### src/hw/rtl/bhfp_pkg.sv
// Shared types and constants for the bracket header frame parser.
package bhfp_pkg;

  localparam int unsigned MAX_TEXT = 32;
  localparam int unsigned CNT_W    = $clog2(MAX_TEXT + 1);
  localparam int unsigned ADDR_W   = (MAX_TEXT > 1) ? $clog2(MAX_TEXT) : 1;
  localparam int unsigned LEN_W    = 6;

  localparam logic [7:0] CH_OPEN  = 8'h5B;
  localparam logic [7:0] CH_CLOSE = 8'h5D;
  localparam logic [7:0] CH_CMD   = 8'h53;
  localparam logic [7:0] CH_TEXT  = 8'h54;
  localparam logic [7:0] CH_END   = 8'h40;

  typedef enum logic [1:0] {
    KIND_CMD  = 2'd0,
    KIND_TEXT = 2'd1,
    KIND_END  = 2'd2
  } kind_e;

  // One unit of work handed from the front to the back.
  typedef struct packed {
    logic             is_text;
    logic [7:0]       data;
    logic [CNT_W-1:0] count;
  } job_t;

  // Text store write port.
  typedef struct packed {
    logic              en;
    logic [ADDR_W-1:0] addr;
    logic [7:0]        data;
  } wr_t;

endpackage

### src/hw/rtl/bhfp_front.sv
// Front end: header search, text capture and job generation.
module bhfp_front (
  input  logic                 clk_i,
  input  logic                 rst_ni,
  input  logic                 in_valid_i,
  output logic                 in_stall_o,
  input  logic [7:0]           rx_byte_i,
  input  logic                 fifo_full_i,
  output logic                 push_o,
  output bhfp_pkg::job_t       job_o,
  output bhfp_pkg::wr_t        wr_o,
  input  logic                 text_done_i
);

  typedef enum logic [1:0] {
    S_HUNT,
    S_OPEN,
    S_KIND,
    S_BODY
  } state_e;

  state_e                       state_q, state_d;
  logic                         is_text_q, is_text_d;
  logic [bhfp_pkg::CNT_W-1:0]   count_q, count_d;
  logic                         pend_q, pend_d;
  logic                         accept;
  logic                         msg_end;

  // Store is shared with the playout side, so text bytes wait while a run is pending.
  assign in_stall_o = (state_q == S_BODY) && (fifo_full_i || (is_text_q && pend_q));
  assign accept     = in_valid_i && !in_stall_o;
  assign msg_end    = (rx_byte_i == bhfp_pkg::CH_END) ||
                      (count_q >= bhfp_pkg::CNT_W'(bhfp_pkg::MAX_TEXT));

  always_comb begin
    state_d      = state_q;
    is_text_d    = is_text_q;
    count_d      = count_q;
    pend_d       = pend_q;
    push_o       = 1'b0;
    job_o        = '0;
    wr_o         = '0;
    wr_o.addr    = count_q[bhfp_pkg::ADDR_W-1:0];
    wr_o.data    = rx_byte_i;
    if (text_done_i) begin
      pend_d = 1'b0;
    end
    if (accept) begin
      case (state_q)
        S_BODY: begin
          state_d = S_HUNT;
          if (!is_text_q) begin
            push_o       = 1'b1;
            job_o.data   = rx_byte_i;
          end else if (msg_end) begin
            push_o        = 1'b1;
            job_o.is_text = 1'b1;
            job_o.count   = count_q;
            count_d       = '0;
            pend_d        = 1'b1;
          end else begin
            wr_o.en = 1'b1;
            count_d = count_q + bhfp_pkg::CNT_W'(1);
            state_d = S_BODY;
          end
        end
        default: begin
          if (rx_byte_i == bhfp_pkg::CH_OPEN) begin
            state_d = S_OPEN;
            count_d = '0;
          end else if (state_q == S_OPEN &&
                       (rx_byte_i == bhfp_pkg::CH_CMD || rx_byte_i == bhfp_pkg::CH_TEXT)) begin
            state_d   = S_KIND;
            is_text_d = (rx_byte_i == bhfp_pkg::CH_TEXT);
          end else if (state_q == S_KIND && rx_byte_i == bhfp_pkg::CH_CLOSE) begin
            state_d = S_BODY;
          end else begin
            state_d = S_HUNT;
          end
        end
      endcase
    end
  end

  always_ff @(posedge clk_i or negedge rst_ni) begin
    if (!rst_ni) begin
      state_q   <= S_HUNT;
      is_text_q <= 1'b0;
      count_q   <= '0;
      pend_q    <= 1'b0;
    end else begin
      state_q   <= state_d;
      is_text_q <= is_text_d;
      count_q   <= count_d;
      pend_q    <= pend_d;
    end
  end

endmodule

### src/hw/rtl/bhfp_fifo.sv
// Two-entry job queue between front and back.
module bhfp_fifo (
  input  logic           clk_i,
  input  logic           rst_ni,
  input  logic           push_i,
  input  bhfp_pkg::job_t job_i,
  output logic           full_o,
  input  logic           pop_i,
  output logic           empty_o,
  output bhfp_pkg::job_t job_o
);

  bhfp_pkg::job_t mem_q [2];
  logic           wptr_q, rptr_q;
  logic [1:0]     cnt_q;

  assign full_o  = (cnt_q == 2'd2);
  assign empty_o = (cnt_q == 2'd0);
  assign job_o   = mem_q[rptr_q];

  always_ff @(posedge clk_i) begin
    if (push_i) begin
      mem_q[wptr_q] <= job_i;
    end
  end

  always_ff @(posedge clk_i or negedge rst_ni) begin
    if (!rst_ni) begin
      wptr_q <= 1'b0;
      rptr_q <= 1'b0;
      cnt_q  <= 2'd0;
    end else begin
      if (push_i) wptr_q <= !wptr_q;
      if (pop_i)  rptr_q <= !rptr_q;
      case ({push_i, pop_i})
        2'b10:   cnt_q <= cnt_q + 2'd1;
        2'b01:   cnt_q <= cnt_q - 2'd1;
        default: cnt_q <= cnt_q;
      endcase
    end
  end

endmodule

### src/hw/rtl/bhfp_back.sv
// Back end: text store, playout sequencer and output register.
module bhfp_back (
  input  logic                        clk_i,
  input  logic                        rst_ni,
  input  bhfp_pkg::wr_t               wr_i,
  input  logic                        empty_i,
  input  bhfp_pkg::job_t              job_i,
  output logic                        pop_o,
  output logic                        text_done_o,
  output logic                        out_valid_o,
  input  logic                        out_stall_i,
  output logic [1:0]                  kind_o,
  output logic [7:0]                  data_o,
  output logic [bhfp_pkg::LEN_W-1:0]  length_o,
  output logic                        last_o
);

  typedef enum logic [1:0] {
    S_IDLE,
    S_READ,
    S_SEND,
    S_END
  } state_e;

  logic [7:0]                 store_q [bhfp_pkg::MAX_TEXT];
  logic [7:0]                 rdata_q;
  state_e                     state_q;
  logic [bhfp_pkg::CNT_W-1:0] idx_q;
  logic [bhfp_pkg::CNT_W-1:0] len_q;
  logic                       valid_q;
  bhfp_pkg::kind_e            kind_q;
  logic [7:0]                 data_q;
  logic [bhfp_pkg::LEN_W-1:0] length_q;
  logic                       last_q;
  logic                       slot_free;
  logic                       load;

  assign slot_free   = !valid_q || !out_stall_i;
  assign pop_o       = (state_q == S_IDLE) && !empty_i && (job_i.is_text || slot_free);
  assign text_done_o = (state_q == S_END) && slot_free;
  // output register takes a new record this cycle
  assign load        = slot_free && ((state_q == S_SEND) || (state_q == S_END) ||
                                     (pop_o && !job_i.is_text));

  assign out_valid_o = valid_q;
  assign kind_o      = kind_q;
  assign data_o      = data_q;
  assign length_o    = length_q;
  assign last_o      = last_q;

  always_ff @(posedge clk_i) begin
    if (wr_i.en) begin
      store_q[wr_i.addr] <= wr_i.data;
    end
    rdata_q <= store_q[idx_q[bhfp_pkg::ADDR_W-1:0]];
  end

  always_ff @(posedge clk_i or negedge rst_ni) begin
    if (!rst_ni) begin
      state_q  <= S_IDLE;
      idx_q    <= '0;
      len_q    <= '0;
      valid_q  <= 1'b0;
      kind_q   <= bhfp_pkg::KIND_CMD;
      data_q   <= '0;
      length_q <= '0;
      last_q   <= 1'b0;
    end else begin
      if (load) begin
        valid_q <= 1'b1;
      end else if (!out_stall_i) begin
        valid_q <= 1'b0;
      end
      case (state_q)
        S_IDLE: begin
          if (pop_o) begin
            if (job_i.is_text) begin
              len_q   <= job_i.count;
              idx_q   <= '0;
              state_q <= (job_i.count == '0) ? S_END : S_READ;
            end else begin
              kind_q   <= bhfp_pkg::KIND_CMD;
              data_q   <= job_i.data;
              length_q <= '0;
              last_q   <= 1'b1;
            end
          end
        end
        // store read is registered into rdata_q, ready for S_SEND
        S_READ: state_q <= S_SEND;
        S_SEND: begin
          if (slot_free) begin
            kind_q   <= bhfp_pkg::KIND_TEXT;
            data_q   <= rdata_q;
            length_q <= '0;
            last_q   <= 1'b0;
            idx_q    <= idx_q + bhfp_pkg::CNT_W'(1);
            state_q  <= ((idx_q + bhfp_pkg::CNT_W'(1)) == len_q) ? S_END : S_READ;
          end
        end
        S_END: begin
          if (slot_free) begin
            kind_q   <= bhfp_pkg::KIND_END;
            data_q   <= '0;
            length_q <= bhfp_pkg::LEN_W'(len_q);
            last_q   <= 1'b1;
            state_q  <= S_IDLE;
          end
        end
        default: state_q <= S_IDLE;
      endcase
    end
  end

endmodule

### src/hw/rtl/bracket_header_frame_parser.sv
// Top level of the bracket header frame parser: front, job queue, back.
// A command byte passes through the job queue into the output register; a text run starts
// once popped: each text byte is read (S_READ) and sent (S_SEND), then the end record.
// Throughput: 1 byte per cycle in header search and in capture while not stalled; text
// bytes of a new message stall while the last run plays out of the shared 32-entry store.
// Reset: asynchronous, active low; clears control state, the store is not cleared.
module bracket_header_frame_parser (
  input  logic                        clk_i,
  input  logic                        rst_ni,
  input  logic                        in_valid_i,
  output logic                        in_stall_o,
  input  logic [7:0]                  rx_byte_i,
  output logic                        out_valid_o,
  input  logic                        out_stall_i,
  output logic [1:0]                  kind_o,
  output logic [7:0]                  data_o,
  output logic [bhfp_pkg::LEN_W-1:0]  length_o,
  output logic                        last_o
);

  logic           fifo_full, fifo_empty, push, pop, text_done;
  bhfp_pkg::job_t push_job, pop_job;
  bhfp_pkg::wr_t  wr;

  bhfp_front u_front (
    .clk_i       (clk_i),
    .rst_ni      (rst_ni),
    .in_valid_i  (in_valid_i),
    .in_stall_o  (in_stall_o),
    .rx_byte_i   (rx_byte_i),
    .fifo_full_i (fifo_full),
    .push_o      (push),
    .job_o       (push_job),
    .wr_o        (wr),
    .text_done_i (text_done)
  );

  bhfp_fifo u_fifo (
    .clk_i   (clk_i),
    .rst_ni  (rst_ni),
    .push_i  (push),
    .job_i   (push_job),
    .full_o  (fifo_full),
    .pop_i   (pop),
    .empty_o (fifo_empty),
    .job_o   (pop_job)
  );

  bhfp_back u_back (
    .clk_i       (clk_i),
    .rst_ni      (rst_ni),
    .wr_i        (wr),
    .empty_i     (fifo_empty),
    .job_i       (pop_job),
    .pop_o       (pop),
    .text_done_o (text_done),
    .out_valid_o (out_valid_o),
    .out_stall_i (out_stall_i),
    .kind_o      (kind_o),
    .data_o      (data_o),
    .length_o    (length_o),
    .last_o      (last_o)
  );

`ifndef ASSERT_OFF
  a_no_push_full: assert property (@(posedge clk_i) disable iff (!rst_ni)
    !(push && fifo_full && !pop))
    else $error("job pushed into full queue");

  a_no_pop_empty: assert property (@(posedge clk_i) disable iff (!rst_ni)
    !(pop && fifo_empty))
    else $error("job popped from empty queue");

  a_end_is_last: assert property (@(posedge clk_i) disable iff (!rst_ni)
    (out_valid_o && kind_o == bhfp_pkg::KIND_END) |-> (last_o && data_o == 8'd0))
    else $error("end record malformed");

  a_text_not_last: assert property (@(posedge clk_i) disable iff (!rst_ni)
    (out_valid_o && kind_o == bhfp_pkg::KIND_TEXT) |-> (!last_o && length_o == '0))
    else $error("text record malformed");
`endif

endmodule
### config.mk
export PLATFORM = sky130hd
export DESIGN_NAME = bracket_header_frame_parser
export DESIGN_NICKNAME = d
export VERILOG_FILES = /design/src/hw/rtl/bhfp_pkg.sv /design/src/hw/rtl/bhfp_front.sv /design/src/hw/rtl/bhfp_fifo.sv /design/src/hw/rtl/bhfp_back.sv /design/src/hw/rtl/bracket_header_frame_parser.sv
export SDC_FILE = /design/constraint.sdc
export NUM_CORES = 1
export LEC_CHECK = 0
export BUFFER_PORTS_ARGS = -buffer_cell sky130_fd_sc_hd__buf_2
export CORE_ASPECT_RATIO = 1.25
export CORE_MARGIN = 5
export CORE_UTILIZATION = 35
export CTS_BUF_LIST = sky130_fd_sc_hd__clkbuf_2 sky130_fd_sc_hd__clkbuf_4 sky130_fd_sc_hd__clkbuf_8
export DETAILED_ROUTE_END_ITERATION = 10
export PLACE_DENSITY = 0.58
export SYNTH_ARGS = -nofsm -noshare
export SYNTH_HDL_FRONTEND = slang
export SYNTH_SLANG_ARGS = --single-unit
### constraint.sdc
create_clock -name clk_i -period 2.85 [get_ports clk_i]
set_input_delay 0.4275 -clock clk_i [delete_from_list [all_inputs] [get_ports clk_i]]
set_output_delay 0.4275 -clock clk_i [all_outputs]
set_load 0.005 [all_outputs]
==> results of run 1 <==
## cell usage in the layout, fill, tap and decap left out, drive strengths merged, types with 10 or more instances in the layout
| master | instances |
|---|---|
| edfxtp | 286 |
| a21oi | 20 |
| xnor2 | 10 |
| a22oi | 44 |
| mux4 | 32 |
| mux2 | 11 |
| and2 | 14 |
| nor2 | 58 |
| dfrtp | 46 |
| buf | 92 |
| nand4 | 13 |
| inv | 14 |
| clkbuf | 70 |
| nand2 | 29 |
| nand3 | 30 |
| clkinv | 23 |
| o21ai | 13 |
| mux2i | 82 |
## cell families (layout without fill, tap and decap cells)
| family | after synthesis | in the layout | share of synthesized area |
|---|---|---|---|
| and+or+nand+nor | 186 | 186 | 0.07083 |
| xor gates and xnor gates | 16 | 16 | 0.01017 |
| AOI/OAI and AO/OA | 107 | 107 | 0.05431 |
| muxes | 125 | 125 | 0.1214 |
| other | 0 | 1 | 0 |
| DFF | 340 | 340 | 0.7185 |
| adders and majority gates | 6 | 6 | 0.005448 |
| buffers and inverters | 51 | 202 | 0.01934 |
## metal layers
| metal | up-vias | track usage | share of wire |
|---|---|---|---|
| li1 | 3488 | - | - |
| met1 | 3875 | 0.1853 | 0.42 |
| met2 | 209 | 0.2598 | 0.51 |
| met3 | 42 | 0.02406 | 0.045 |
| met4 | 0 | 0.04865 | 0.023 |
| met5 | - | 0 | 0 |
## how the worst min path moves through the flow
stage,startpoint,end,slack (ns),cells past startpoint
after floorplan,rst_ni,u_back.data_o[0]$_DFFE_PN0P_,0.13,0
after global placement,rst_ni,u_back.data_o[1]$_DFFE_PN0P_,0.42,1
after detailed placement,rst_ni,u_back.data_o[1]$_DFFE_PN0P_,0.42,1
after CTS,out_stall_i,u_back.out_valid_o$_DFFE_PN0P_,0.09,2
after global routing,out_stall_i,u_back.out_valid_o$_DFFE_PN0P_,0.12,2
final,out_stall_i,u_back.out_valid_o$_DFFE_PN0P_,0.13,2
## final cells by class
class	instances	area, sq um	area share
Sequential cell	340	9905	0.6228
Multi-Input combinational cell	440	3612	0.2271
Clock buffer	70	869.6	0.05468
Timing Repair Buffer	93	663.1	0.04170
Tap cell	498	623.1	0.03918
Clock inverter	28	186.4	0.01172
Inverter	11	41.29	0.002596
Antenna cell	1	2.502	0.0001574
## per-stage QoR
step | setup WS, ns | power [W] | area, sq um
final | 0.7525 | 0.01308 | 15900
after global routing | 0.6470 | 0.01371 | 15900
after CTS | 0.7237 | 0.01324 | 15900
after detailed placement | 0.5383 | 0.009179 | 14830
after global placement | 0.5684 | 0.009143 | 14830
after floorplan | 0.4654 | 0.008188 | 13780
## worst register-to-register path, cell delays in order, from the launching register on
cell and delay, ns:
dfrtp_1 0.46, nand4_1 0.13, and3b_1 0.40, nand3_2 0.32
nor2_1 0.31, buf_4 0.20
## flip-flops by register name (all words and copies together), names as in the netlist, 6 cells and up
register	cells
u_back.len_q	6
u_fifo.mem_q	30
u_back.length_o	6
u_back.store_q	256
u_back.idx_q	6
u_front.count_q	6
u_back.rdata_q	8
u_back.data_o	8
## report_power, final
group | leakage (nW) | switching, W | internal, W | total, W
logic | 1.74 | 0.00154 | 0.00139 | 0.00293
clock network | 0.565 | 0.00186 | 0.00218 | 0.00404
registers | 3.16 | 0.000432 | 0.00567 | 0.00610
==> flow_summary.json, run 1 <==
{
  "clockBufferDepth": 3,
  "worstPathMaxFanout": 4,
  "avgSynthCellArea_sq_um": 16.58,
  "synth.most_common_cell": "edfxtp_1",
  "dp_cells": 1381,
  "cts.htree.levels": 2,
  "hold_viol_final": 0,
  "wl_per_cell_um": 21.89,
  "grt_pass1_wl_um": 48850,
  "n_fill_cell": 3520,
  "ctsHoldBuffers": 1,
  "synthArstFlopShare": 0.1353,
  "holdWs_ns": 0.1278,
  "crit_chain": "nand2b_1 -> a21oi_1 -> buf_2",
  "status": "finished, final reports clean",
  "reg2reg_from": "u_front.state_q[0]$_DFFE_PN0P_",
  "worst_ep_required_time_ns": 2.42,
  "end_kind": "primary output",
  "grt_setup_unrepaired": "no",
  "synth_edf_count": 286,
  "start_kind": "flip-flop",
  "synthTopCellsByCount": "edfxtp_1, mux2i_1, nor2_1",
  "ant_nets": 0,
  "clockRootBuffer": "clkbuf_8",
  "cts_setup_buffers": 0,
  "row_count": 81,
  "setup_viol_count_final": 0,
  "post-route-util": 0.4076,
  "cp_slowest_stage_delay_ns": 0.43,
  "p_leak_nw": 5.465,
  "syn_inst": 831,
  "yosysSeqAreaShare": 0.7185,
  "cts_tree": "built",
  "max-cap-violations": 0,
  "worst_clock_skew_ns": 0.02098,
  "grt_max_degree": 40,
  "routed_wl_um": 32420,
  "first_iter_violations": 603,
  "max_freq_ghz": 0.4768,
  "ff2ff_path_depth": 5,
  "critPathBufInv": 1,
  "slew_headroom": 0.4693,
  "routabilityCongestion": 0.7885,
  "worstSetupEndpoint": "in_stall_o",
  "via_per_inst": 5.141,
  "slew_viol_final": 0,
  "design.core.area_sq_um": 39020,
  "clk_latency_ns": 0.60,
  "holdCritPathClass": "in -> reg",
  "synthToLayoutAreaGrowth_pct": 15.42,
  "cts_num_sinks": 340,
  "yosysTopAreaCell": "edfxtp_1",
  "yosysWarnings": 0,
  "die_w_um": 187.5,
  "rrSetupSlack_ns": 0.76,
  "grt_pass1_vias": 7795,
  "timing.final.crit_share": 0.7360,
  "fp.dieH_um": 231.8,
  "yosys.area.top_type_share": 0.6233,
  "ys.flop_type": "edfxtp_1",
  "io_buffers": 30,
  "powerDensity_nw_per_um2": 822.2,
  "synthTopCellsByArea": "edfxtp_1, dfrtp_1, mux2i_1, mux4_2, a22oi_1",
  "arrival_ns": 1.67,
  "ios": 31,
  "setup_tns_ns": 0,
  "drc_errors": 0,
  "cp_num_cells": 3,
  "slowest_stage": "dfrtp_1",
  "die_area_sq_um": 43460,
  "cts_resized": 0,
  "layout-drive-gt1-share": 0.2352,
  "layout.nets": 957,
  "irDropWorstVdd_mv": 0.3906,
  "num_vias": 7614,
  "groute.usage.overall": 0.1471,
  "ys_types": 60,
  "worstMarginPinSlew_ns": 0.7961,
  "min_period_ns": 2.098,
  "hpwlAfterDp_um": 20930,
  "critPathKind": "reg -> out",
  "drt-pass1-iter-count": 7,
  "crit_start": "u_fifo.cnt_q[0]$_DFFE_PN0P_",
  "finalNonFillerCells": 1481,
  "synth_nets": 849,
  "antenna_found_initial": 1,
  "synth_seq_cells": 340,
  "clk_pin_slew_ns": 0.06,
  "cts_buffers": 53,
  "r2r_end": "u_back.store_q[20][7]$_DFFE_PP_",
  "syn_area_sq_um": 13780,
  "initial_core_util": 0.3531,
  "cpLargestDelayFamily": "flip-flops",
  "gr-total-overflow": 0
}
No activity file was read; power rests on OpenSTA's default activity.
==> run 2: changes to the inputs <==
==> constraint.sdc (replaced) <==
create_clock -name clk_i -period 2.2 [get_ports clk_i]
set_input_delay 0.33 -clock clk_i [delete_from_list [all_inputs] [get_ports clk_i]]
set_output_delay 0.33 -clock clk_i [all_outputs]
set_load 0.005 [all_outputs]
==> flow_summary.json, run 2 (synthesis results as in run 1) <==
{
  "status": "finished, final reports clean",
  "ios": 31,
  "end_kind": "flip-flop",
  "groute.usage.overall": 0.1451,
  "cts_setup_buffers": 0,
  "pwr-share-comb": 0.238,
  "top_regs": "u_back.store_q (256), u_fifo.mem_q (30)",
  "slew_headroom": 0.5981,
  "num_vias": 7781,
  "grt_setup_unrepaired": "no",
  "cts.htree.levels": 2,
  "max_freq_ghz": 0.4790,
  "switching_share": 0.2888,
  "die_area_sq_um": 43460,
  "design.core.area_sq_um": 39020,
  "drt-pass1-iter-count": 5,
  "layout.nets": 993,
  "holdWs_ns": 0.1342,
  "layout-drive-gt1-share": 0.2671,
  "holdCritPathClass": "in -> reg",
  "min_period_ns": 2.088,
  "max-cap-violations": 0,
  "cts_buffers": 56,
  "n_fill_cell": 3481,
  "antenna_found_initial": 3,
  "start_kind": "flip-flop",
  "p_switching_w": 0.005107,
  "worstMarginPinSlew_ns": 0.6028,
  "internal-power_w": 0.01257,
  "critPathBufInv": 1,
  "largest_reg_flops": 256,
  "grt_pass1_wl_um": 48470,
  "die_w_um": 187.5,
  "worstPathMaxFanout": 10,
  "cts_num_sinks": 340,
  "ant_nets": 0,
  "regArea_sq_um": 9905,
  "cp_slowest_stage_delay_ns": 0.58,
  "grt_pass1_vias": 7974,
  "critPathKind": "reg -> reg",
  "synthToLayoutAreaGrowth_pct": 18.68,
  "arrival_ns": 2.54,
  "clk_latency_ns": 0.62,
  "clockBufferDepth": 3,
  "routed_wl_um": 31970,
  "io_buffers": 30,
  "clockRootBuffer": "clkbuf_8",
  "initial_core_util": 0.3531,
  "cts_tree": "built",
  "multi_input_area_sq_um": 3615,
  "powerDensity_nw_per_um2": 1081,
  "finalPower_w": 0.01768,
  "first_iter_violations": 599,
  "via_per_inst": 5.116,
  "hold_viol_final": 0,
  "layout_common_cells": "edfxtp_1, buf_4, mux2i_1",
  "final_common_cell": "edfxtp_1",
  "hpwlAfterDp_um": 21390,
  "regMostFlops": "u_back.store_q",
  "p_leak_nw": 5.715,
  "routabilityCongestion": 0.8411,
  "gr-total-overflow": 0,
  "drc_errors": 0,
  "wl_per_cell_um": 21.02,
  "row_count": 81,
  "clock_power_share": 0.323,
  "setup_viol_count_final": 0,
  "irDropWorstVdd_mv": 0.4572,
  "crit_chain": "buf_12 -> mux4_2 -> a22oi_1 -> nand4_1",
  "clk_pin_slew_ns": 0.06,
  "grt_max_degree": 40,
  "worst_ep_required_time_ns": 2.65,
  "fp.dieH_um": 231.8,
  "cpLargestDelayFamily": "flip-flops",
  "slowest_stage": "dfrtp_2",
  "seq_power_share": 0.440,
  "slew_viol_final": 0,
  "timing.final.crit_share": 0.9490,
  "worst_clock_skew_ns": 0.03660
}
-- run 2: cell count changes in the layout (fill, tap and decap cells not counted), sizes merged --
cell,previous run,this run
clkbuf,70,73
buf,92,124
bufinv,2,4
clkinv,23,25
dlygate4sd3,1,2
-- run 2: worst paths after layout --
path                            cells after the start  slack [ns]                    startpoint                             end
worst max-delay path                                4        0.11   u_back.idx_q[0]$_DFFE_PN0P_       u_back.rdata_q[2]$_DFF_P_
worst min-delay path                                3        0.13                    in_valid_i  u_front.state_q[0]$_DFFE_PN0P_
worst max register to register                      4        0.11   u_back.idx_q[0]$_DFFE_PN0P_       u_back.rdata_q[2]$_DFF_P_
worst min register to register                      1        0.48  u_back.kind_o[1]$_DFFE_PN0P_    u_back.kind_o[1]$_DFFE_PN0P_
max in group asynchronous                           3        1.37                        rst_ni        u_front.pend_q$_DFF_PN0_
min in group asynchronous                           2        0.27                        rst_ni       u_back.last_o$_DFFE_PN0P_
-- run 2: power by group through the flow --
stage	clock (W)	sequential, W	combinational, W
3_5_place_dp	0	0.00791	0.00424
4_1_cts	0.00586	0.00778	0.00426
5_1_grt	0.00616	0.00782	0.00457
6_report	0.00571	0.00777	0.00420
3_3_place_gp	0	0.00791	0.00423
2_1_floorplan	0	0.00766	0.00294
-- run 2: repair_timing --
item / in CTS / in global routing
hold buffers: 2 / 0
endpoints found under the hold margin: 26 / 0
resized for setup: 0 / 0
-- run 2: final cells by class --
cell class,count,share of cell area
Sequential cell,340,0.6057
Tap cell,498,0.03811
Clock inverter,32,0.01630
Timing Repair Buffer,126,0.06045
Inverter,11,0.002525
Clock buffer,73,0.05570
Antenna cell,1,0.0001530
Multi-Input combinational cell,440,0.2211
-- run 2: through the flow --
| step | setup slack (ns) | cell area [sq um] | utilization | cells | TNS [ns] |
|---|---|---|---|---|---|
| 2_1_floorplan | 0.1543 | 13780 | - | 831 | 0 |
| 5_1_grt | 0.03747 | 16350 | 0.4190 | 1520 | 0 |
| 3_3_place_gp | -0.1494 | 15150 | 0.3883 | 1413 | -0.9148 |
| 4_1_cts | 0.07902 | 16350 | 0.4190 | 1520 | 0 |
| 3_5_place_dp | -0.1579 | 15150 | 0.3883 | 1413 | -2.859 |
| 6_report | 0.1123 | 16350 | 0.4191 | 1521 | 0 |
-- run 2: worst reg2reg max path, cell delays in order (launching register included) --
cell and delay (ns):
dfrtp_2 0.58, buf_12 0.22, mux4_2 0.55, a22oi_1 0.42, nand4_1 0.18
-- run 2: per-layer routing --
metal	wire length, um	share of wire	GRT usage	up-vias
li1	-	-	-	3562
met1	13230	0.41	0.1794	3929
met2	15880	0.50	0.2482	212
met3	1747	0.055	0.03534	74
met4	1090	0.034	0.05484	4
met5	19	0.00059	0	-
==> run 3: changes to the inputs <==
--- a/config.mk
+++ b/config.mk
@@ -14,4 +14,5 @@
 export PLACE_DENSITY = 0.58
 export SYNTH_ARGS = -nofsm -noshare
 export SYNTH_HDL_FRONTEND = slang
+export SYNTH_HIERARCHICAL = 1
 export SYNTH_SLANG_ARGS = --single-unit
==> flow_summary.json, run 3 <==
{
  "routed_wl_um": 30540,
  "ys_types": 61,
  "top_regs": "u_back/store_q (256), u_fifo/mem_q (30)",
  "synthAdderAreaFrac": 0.003625,
  "setup_viol_count_final": 57,
  "synth_seq_cells": 340,
  "grt_setup_unrepaired": "yes",
  "worst_ep_required_time_ns": 2.67,
  "setup_tns_ns": -1.326,
  "regMostFlops": "u_back/store_q",
  "cp_slowest_stage_delay_ns": 0.57,
  "via_per_inst": 4.984,
  "crit_top_cell": "mux4_2",
  "wl_per_cell_um": 21.58,
  "slew_viol_final": 0,
  "clockBufferDepth": 3,
  "fin_ws_ns": -0.04189,
  "grt_pass1_vias": 7521,
  "synthTopCellsByArea": "edfxtp_1, mux4_2, dfrtp_1, mux2_2, nor2_1",
  "holdCritPathClass": "in -> reg",
  "num_vias": 7053,
  "syn_area_sq_um": 13810,
  "start_kind": "flip-flop",
  "p_leak_nw": 5.715,
  "ff2ff_path_depth": 5,
  "rrSetupSlack_ns": -0.04,
  "arrival_ns": 2.71,
  "yosys.area.top_type_share": 0.6220,
  "powerDensity_nw_per_um2": 1044,
  "avgSynthCellArea_sq_um": 18.86,
  "synth-simple-area-share": 0.06207,
  "drt-pass1-iter-count": 4,
  "slew_headroom": 0.5686,
  "synthTopCellsByCount": "edfxtp_1, mux4_2, dfrtp_1",
  "yosysTopAreaCell": "edfxtp_1",
  "synthToLayoutAreaGrowth_pct": 21.18,
  "slowest_stage": "mux4_2",
  "routabilityCongestion": 0.7800,
  "synth_edf_count": 286,
  "synth.most_common_cell": "edfxtp_1",
  "yosysSeqAreaShare": 0.7169,
  "hpwlAfterDp_um": 20170,
  "clockRootBuffer": "clkbuf_8",
  "clk_latency_ns": 0.60,
  "layout-drive-gt1-share": 0.4083,
  "crit_chain": "buf_6 -> buf_12 -> mux4_2 -> mux4_2 -> mux2_2",
  "fp.dieH_um": 232.1,
  "worstMarginPinSlew_ns": 0.6444,
  "pre_cts_slack_ns": -0.1393,
  "timing.final.crit_share": 1.019,
  "failed_checks": "setup timing",
  "cts.htree.levels": 2,
  "min_period_ns": 2.242,
  "syn_inst": 732,
  "row_count": 81,
  "holdWs_ns": 0.1520,
  "die_area_sq_um": 43550,
  "irDropWorstVdd_mv": 0.4241,
  "layout.nets": 889,
  "synthArstFlopShare": 0.1353,
  "die_w_um": 187.7,
  "largest_reg_flops": 256,
  "hold_viol_final": 0,
  "yosysWarnings": 6,
  "ios": 31,
  "post-route-util": 0.4277,
  "final_common_cell": "edfxtp_1",
  "ys.flop_type": "edfxtp_1",
  "cts_buffers": 51,
  "io_buffers": 30,
  "worstPathMaxFanout": 6,
  "synthXorXnorAreaFrac": 0.01078,
  "drc_errors": 0,
  "design.core.area_sq_um": 39120,
  "antenna_found_initial": 1,
  "grt_pass1_wl_um": 45770,
  "cts_tree": "built",
  "worst_clock_skew_ns": 0.04037,
  "synth_mux_area_frac": 0.1577,
  "crit_start": "u_back/idx_q[1]$_DFFE_PN0P_",
  "finalPower_w": 0.01748,
  "initial_core_util": 0.3530,
  "synth_nets": 748,
  "cts_num_sinks": 340,
  "critPathKind": "reg -> reg",
  "end_kind": "flip-flop",
  "ant_nets": 0,
  "max_freq_ghz": 0.4461,
  "worstSetupEndpoint": "u_back/rdata_q[2]$_DFF_P_",
  "grt_max_degree": 37,
  "status": "complete, but fails checks",
  "synth_compound_area_frac": 0.02573,
  "gr-total-overflow": 0,
  "r2r_end": "u_back/rdata_q[2]$_DFF_P_",
  "layout_common_cells": "edfxtp_1, mux4_2, clkbuf_8",
  "groute.usage.overall": 0.1381,
  "reg2reg_from": "u_back/idx_q[1]$_DFFE_PN0P_",
  "clk_pin_slew_ns": 0.06,
  "max-cap-violations": 0,
  "first_iter_violations": 409,
  "synth_top_family_by_area": "multiplexers"
}
-- run 3: cell types whose count changed in the layout (fill, tap and decap cells not counted), moves of 15 or more --
cell,previous run,this run
mux2i_1,82,0
mux4_2,32,79
a22oi_1,44,3
nor2_1,57,16
buf_4,85,51
buf_6,0,30
nor2_2,1,16
o21ai_1,0,15
-- run 3: cells by family (layout without fill, tap and decap cells) --
group / Yosys count / count (layout)
AO/OA/AOI/OAI: 55 / 55
XOR/XNOR: 17 / 17
adder cells (fa/ha/maj): 4 / 4
buffers and inverters: 54 / 238
flip-flops: 340 / 340
multiplexers: 110 / 110
other: 0 / 1
AND/OR/NAND/NOR: 152 / 152
-- run 3: layout make-up --
class / instances / area, sq um
clock buffer: 82 / 1003
multi-input combinational: 338 / 3782
tap: 498 / 623.1
sequential: 340 / 9905
fill: 3457 / 22390
antenna: 1 / 2.502
inverter: 10 / 37.54
clock inverter: 14 / 81.33
timing repair buffer: 132 / 1299
-- run 3: power by group --
group	total [W]	internal, W	switching (W)	leakage, nW
registers	0.00760	0.00731	0.000289	3.22
clock network	0.00529	0.00291	0.00238	0.578
logic	0.00459	0.00254	0.00205	1.92
-- run 3: timing repair --
item	4_1_cts	5_1_grt
gates resized for setup	9	60
endpoints found under the setup margin	83	239
pin swaps	2	0
hold buffers	1	0
setup buffers	4	4
hold endpoints to repair	19	0
gates cloned	0	5
-- run 3: worst min path at each step --
stage	startpoint	to	cells after the start
after global routing	out_stall_i	u_back/out_valid_o$_DFFE_PN0P_	4
final	out_stall_i	u_back/out_valid_o$_DFFE_PN0P_	4
after detailed placement	rst_ni	u_back/idx_q[4]$_DFFE_PN0P_	1
after global placement	rst_ni	u_back/idx_q[5]$_DFFE_PN0P_	1
after floorplan	rst_ni	u_back/data_o[0]$_DFFE_PN0P_	0
after CTS	out_stall_i	u_back/out_valid_o$_DFFE_PN0P_	4
-- run 3: metal layers --
layer | up-vias | part of all wire | track usage | wire length [um]
met1 | 3638 | 0.37 | 0.1621 | 11370
met5 | - | 0 | 0 | 0
met2 | 178 | 0.55 | 0.2532 | 16850
li1 | 3193 | - | - | -
met4 | 0 | 0.020 | 0.05002 | 610
met3 | 44 | 0.056 | 0.02526 | 1707
-- run 3: worst max-delay path: cells and delay by family, from the launching register on --
kind                   cells  cell delay, ns
DFF                        1            0.47
muxes                      3            1.37
buffers and inverters      2            0.29
-- run 3: per-stage QoR --
stage,cells,area (sq um)
after global routing,1415,16730
final,1415,16730
after floorplan,732,13890
after CTS,1405,16370
after detailed placement,1304,15190
after global placement,1304,15190
